**config.mk**
```make
export PLATFORM = sky130hd
export DESIGN_NAME = scs_queue
export DESIGN_NICKNAME = d
export VERILOG_FILES = /design/src/rtl/core/scs_pkg.sv /design/src/rtl/core/scs_queue.sv
export SDC_FILE = /design/constraint.sdc
export NUM_CORES = 1
export LEC_CHECK = 0
export BUFFER_PORTS_ARGS = -buffer_cell sky130_fd_sc_hd__buf_2
export CORE_UTILIZATION = 35
export CTS_CLUSTER_SIZE = 16
export DETAILED_ROUTE_END_ITERATION = 10
export SLEW_MARGIN = 20
export SYNTH_ARGS = -nofsm -noshare
export SYNTH_HDL_FRONTEND = slang
export SYNTH_SLANG_ARGS = --single-unit
```
**constraint.sdc**
```tcl
create_clock -name clock -period 2.6 [get_ports clock]
set_input_delay 0.78 -clock clock [delete_from_list [all_inputs] [get_ports clock]]
set_output_delay 0.78 -clock clock [all_outputs]
set_load 0.02 [all_outputs]
```
**src/rtl/core/scs_pkg.sv**
```systemverilog
// ----------------------------------------------------------------------------
// Shortest common supersequence package
// Shared types and constants for the supersequence block.
// ----------------------------------------------------------------------------
package scs_pkg;

   localparam int MAX_LEN_DEF = 32;
   localparam int QUEUE_DEPTH = 4;

   typedef enum logic [1:0] {
      KIND_FIRST   = 2'd0,
      KIND_SECOND  = 2'd1,
      KIND_COMPUTE = 2'd2,
      KIND_NONE    = 2'd3
   } kind_type;

   typedef struct packed {
      logic [1:0] kind;
      logic [7:0] char_in;
   } req_type;

   typedef struct packed {
      logic [7:0] char_out;
      logic       last;
      logic       empty_res;
      logic       overflow;
   } rsp_type;

endpackage

```
**src/rtl/core/scs_queue.sv**
```systemverilog
// ----------------------------------------------------------------------------
// Request queue
// Small queue between the front part and the back part.
// ----------------------------------------------------------------------------
module scs_queue
   import scs_pkg::*;
(
   input  logic    clock,
   input  logic    reset,
   input  logic    wr_valid,
   output logic    full,
   input  req_type wr_data,
   output logic    rd_valid,
   input  logic    rd_take,
   output req_type rd_data
);

   localparam int AW = $clog2(QUEUE_DEPTH);

   req_type         mem_ff [QUEUE_DEPTH];
   logic [AW-1:0]   wp_ff, wp_in, rp_ff, rp_in;
   logic [AW:0]     cnt_ff, cnt_in;
   logic            push, pop;

   assign full     = (cnt_ff == (AW+1)'(QUEUE_DEPTH));
   assign rd_valid = (cnt_ff != '0);
   assign rd_data  = mem_ff[rp_ff];
   assign push     = wr_valid && !full;
   assign pop      = rd_take && rd_valid;

   always_comb begin
      wp_in  = push ? wp_ff + 1'b1 : wp_ff;
      rp_in  = pop ? rp_ff + 1'b1 : rp_ff;
      cnt_in = cnt_ff + (AW+1)'(push) - (AW+1)'(pop);
   end

   always_ff @(posedge clock) begin
      if (push) begin
         mem_ff[wp_ff] <= wr_data;
      end
      if (reset) begin
         wp_ff  <= '0;
         rp_ff  <= '0;
         cnt_ff <= '0;
      end else begin
         wp_ff  <= wp_in;
         rp_ff  <= rp_in;
         cnt_ff <= cnt_in;
      end
   end

endmodule

```
## Yosys cells after proc, flatten, opt, wreduce, memory -nomap -nowiden

Memory sizes are Yosys's and may differ from the RTL's. A register that Yosys moved wholly into a read port is not among the register bits.
Index checks and enable logic that the tools add are counted.

| word-level totals | value |
|---|---|
| bits in writable memories | 40 |
| word-level logic and storage cells | 17 |
| register bits | 7 |
| input port bits | 14 |
| memories | 1 |

| operators by class | value |
|---|---|
| reduce and logical (&&, ||, !) cells | 4 |
| add/subtract/negate cells | 4 |
| mux-type cells | 4 |
| equality and inequality tests | 1 |

Memory list:

| name | words | width | read ports | clocked after memory_dff | write ports | RTL line | RTL |
|---|---|---|---|---|---|---|---|
| mem_ff | 4 | 10 | 1 | 1 | 1 | scs_queue.sv:20 | `req_type mem_ff [QUEUE_DEPTH];` |

Operators by type and width:

| operator | count |
|---|---|
| $add 2x1->2 const B | 2 |
| $mux 2 | 2 |
| $add 3x1->3 | 1 |
| $eq 3x3->1 const B | 1 |
| $reduce_bool 3->1 | 1 |
| $sub 3x1->3 | 1 |
| $logic_and 1x1->1 | 2 |
| $mux 1 | 2 |
| $logic_not 1->1 | 1 |

## Longest topological paths before layout

| logic depth | value |
|---|---|
| depth in word-level cells | 5 |
| gate-level depth with buffers | 11 |

## Worst setup path before layout

OpenSTA, ideal clock, no wires.

| timing | value |
|---|---|
| path kind | in2reg |
| start point | input port wr_valid |
| end point | register cnt_ff[2] |
| cell stages on the path | 11 |
| slack | 223 ps |
| data arrival time | 2299 ps |
| path through | inv_1 > nor2_2 > inv_1 > ha_1 > inv_1 > ha_1 > inv_1 > fa_1 > xor2_1 > and2_1 > nor3_1 |

| on the way | value |
|---|---|
| longest elaborated chain between the ends | 3 |

Ends and longest elaborated chain:

| item | RTL line | RTL |
|---|---|---|
| start: declaration | scs_queue.sv:10 | `input logic wr_valid,` |
| $logic_and 1x1->1 | scs_queue.sv:28 | `assign push = wr_valid && !full;` |
| $add 3x1->3 | scs_queue.sv:34 | `cnt_in = cnt_ff + (AW+1)'(push) - (AW+1)'(pop);` |
| $sub 3x1->3 | scs_queue.sv:34 |  |
| end signal: assignment | scs_queue.sv:48 | `cnt_ff <= cnt_in;` |
| end: declaration | scs_queue.sv:22 | `logic [AW:0] cnt_ff, cnt_in;` |

Every way passes these cells.
A chain may end at the register's enable or synchronous reset.

==> results.json <==
{
  "rsz0062_at_grt": "false",
  "cts_resized": 0,
  "viasPerCell": 4.67,
  "period_share_pct": 89.7,
  "peakVddDrop_uv": 488,
  "power.density_nw_per_um2": 949,
  "finalMaxSlewViolations": 0,
  "min_delay_worst_endpoint": "wp_ff[1]",
  "syn_nets": 122,
  "async_flop_share_pct": 0,
  "antenna_found_initial": 0,
  "yosys-top-cells-count": "edfxtp_1 (40), mux4_2 (10), dfxtp_1 (9), ha_1 (6), inv_1 (6)",
  "required_ns": 1.82,
  "finish.instance_area_um2": 2200,
  "worstSetupPathType": "register to primary output",
  "core_um2": 5200,
  "drt_first_iter_violations": 60,
  "ys_types": 25,
  "cts_setup_buffers": 0,
  "synthFlopType": "edfxtp_1",
  "nets": 153,
  "yosysSeqAreaShare_pct": 72.0,
  "dr.pass1.iters": 4,
  "finalWirelength_um": 2890,
  "grt_pass1_wl_um": 4730,
  "r2r_slack_ns": 0.45,
  "reg2reg_to": "cnt_ff[2]",
  "wl_per_cell_um": 14.3,
  "end_kind": "primary output",
  "die_w_um": 76.1,
  "tightestPinTransition_ns": 0.564,
  "path_clk_slew_ns": 0.08,
  "h-tree-depth": 2,
  "routed-via-count": 943,
  "grt_pass1_vias": 980,
  "holdWs_ns": 0.524,
  "num_antenna_cells": 0,
  "yosys_warnings": 0,
  "cts_root_buf": "clkbuf_8",
  "io_pins": 26,
  "worstReg2RegStart": "cnt_ff[2]",
  "grt_usage_pct": 11.2,
  "die_y_um": 76.1,
  "synth_top_area_share_pct": 62.6,
  "cts_sinks": 49,
  "status": "finished, final reports clean",
  "synth_edf_count": 40,
  "syn_area_um2": 1920,
  "rows": 26,
  "place.gp.congestion": 0.653,
  "synth_area_leader_cell": "edfxtp_1",
  "place_hpwl_um": 1920,
  "gr-total-overflow": 0,
  "cts_buffers": 5,
  "holdCritPathClass": "register to register",
  "critPathArrivalTime_ns": 1.55,
  "place_area_um2": 2120,
  "worstSkewPairLatency_ns": 0.29,
  "p_total_mw": 2.09,
  "finalNonFillerCells": 202,
  "cts_buffer_depth": 2,
  "yosys-top-cells-area": "edfxtp_1 (63%), mux4_2 (12%), dfxtp_1 (9.4%)",
  "placed_cells": 195,
  "relSlewSlack_pct": 62.4,
  "port_buffers": 25,
  "setup_viol": 0,
  "areaGrowthSynthToFinish_pct": 14.8,
  "ant_nets": 0,
  "cts-hold-fix-buffers": 0,
  "whs_path_depth": 2,
  "post-route-min-period_ns": 2.33,
  "setup-tns-final_ns": 0,
  "grt_start_max_net_pins": 15,
  "yosys_register_bits": 49,
  "startpoint_type": "register",
  "drc": 0,
  "yosysMostFrequentCell": "edfxtp_1",
  "crit_fanout": 10,
  "initial_utilization_pct": 36.9,
  "holdCritStartpoint": "wp_ff[1]",
  "p_leak_nw": 0.783,
  "timing.final.hold_violations": 0,
  "synthesis.instances": 101,
  "worst_clock_skew_ns": 0.00436,
  "r2r_cells": 11,
  "maxCapViolations": 0,
  "drive_gt1_share_pct": 35.6,
  "cts_tree": "yes",
  "avgSynthCellArea_um2": 19.0,
  "timing.fmax_mhz": 429,
  "die_area_um2": 5780
}
-- flip-flops by register name (all words and copies together), names as in the netlist, named ones only --
| name | cells |
|---|---|
| rp_ff | 2 |
| mem_ff | 40 |
| cnt_ff | 3 |
| wp_ff | 2 |
-- per-layer routing --
| metal | GRT usage (%) | share of wire (%) | wire, um |
|---|---|---|---|
| met1 | 13.1 | 43 | 1240 |
| met2 | 17.8 | 49 | 1420 |
| met3 | 4.07 | 6.8 | 197 |
| met4 | 6.35 | 1.1 | 33 |
| met5 | 0 | 0 | 0 |
-- placed cells by master, fill, tap and decap left out, types with 2 or more instances in the layout --
| cell type | synthesis | layout |
|---|---|---|
| nor2_1 | 5 | 5 |
| nand2b_1 | 2 | 2 |
| buf_4 | 1 | 2 |
| xor2_1 | 2 | 2 |
| dfxtp_1 | 9 | 9 |
| buf_2 | 0 | 25 |
| mux4_2 | 10 | 10 |
| clkbuf_8 | 0 | 5 |
| ha_1 | 6 | 6 |
| edfxtp_1 | 40 | 40 |
| inv_1 | 6 | 6 |
| and2_1 | 5 | 5 |
-- area by class of cell --
| class | instances | area (um2) |
|---|---|---|
| Clock inverter | 2 | 11.3 |
| Tap cell | 70 | 87.6 |
| Fill cell | 482 | 3000 |
| Clock buffer | 5 | 68.8 |
| Timing Repair Buffer | 27 | 140 |
| Inverter | 6 | 22.5 |
| Multi-Input combinational cell | 43 | 492 |
| Sequential cell | 49 | 1380 |
-- cell families after synthesis --
family / synth area share [%]
compound gates: 1.50
xor+xnor: 1.37
buf+inv: 2.41
fa+ha+maj: 4.95
mux: 12.3
flops: 72.0
simple gates: 5.54
-- how the worst max path moves through the flow --
stage | slack (ns) | from | to | cells past startpoint
floorplan | 0.22 | wr_valid | cnt_ff[2] | 11
global placement | 0.19 | wr_valid | cnt_ff[2] | 12
detailed placement | 0.13 | wr_valid | cnt_ff[2] | 12
CTS | 0.23 | register | rd_data[5] | 3
global route | 0.19 | register | rd_data[5] | 3
finish | 0.27 | register | rd_data[5] | 3
-- critical path, cell delays in order, from the launching register on --
cell     delay (ns)
dfxtp_1        0.31
buf_4          0.23
mux4_2         0.54
buf_2          0.18
-- stage by stage --
step           utilization [%]  setup slack (ns)
2_1_floorplan                -             0.223
3_5_place_dp              40.8             0.132
4_1_cts                   42.3             0.228
6_report                  42.3             0.268
3_3_place_gp              40.8             0.194
5_1_grt                   42.3             0.192
-- power by group --
part / internal, mW / total [mW] / switching, mW
Clock: 0.181 / 0.406 / 0.225
Sequential: 0.967 / 1.04 / 0.0725
Combinational: 0.295 / 0.645 / 0.350
No activity file was read; power rests on OpenSTA's default activity.
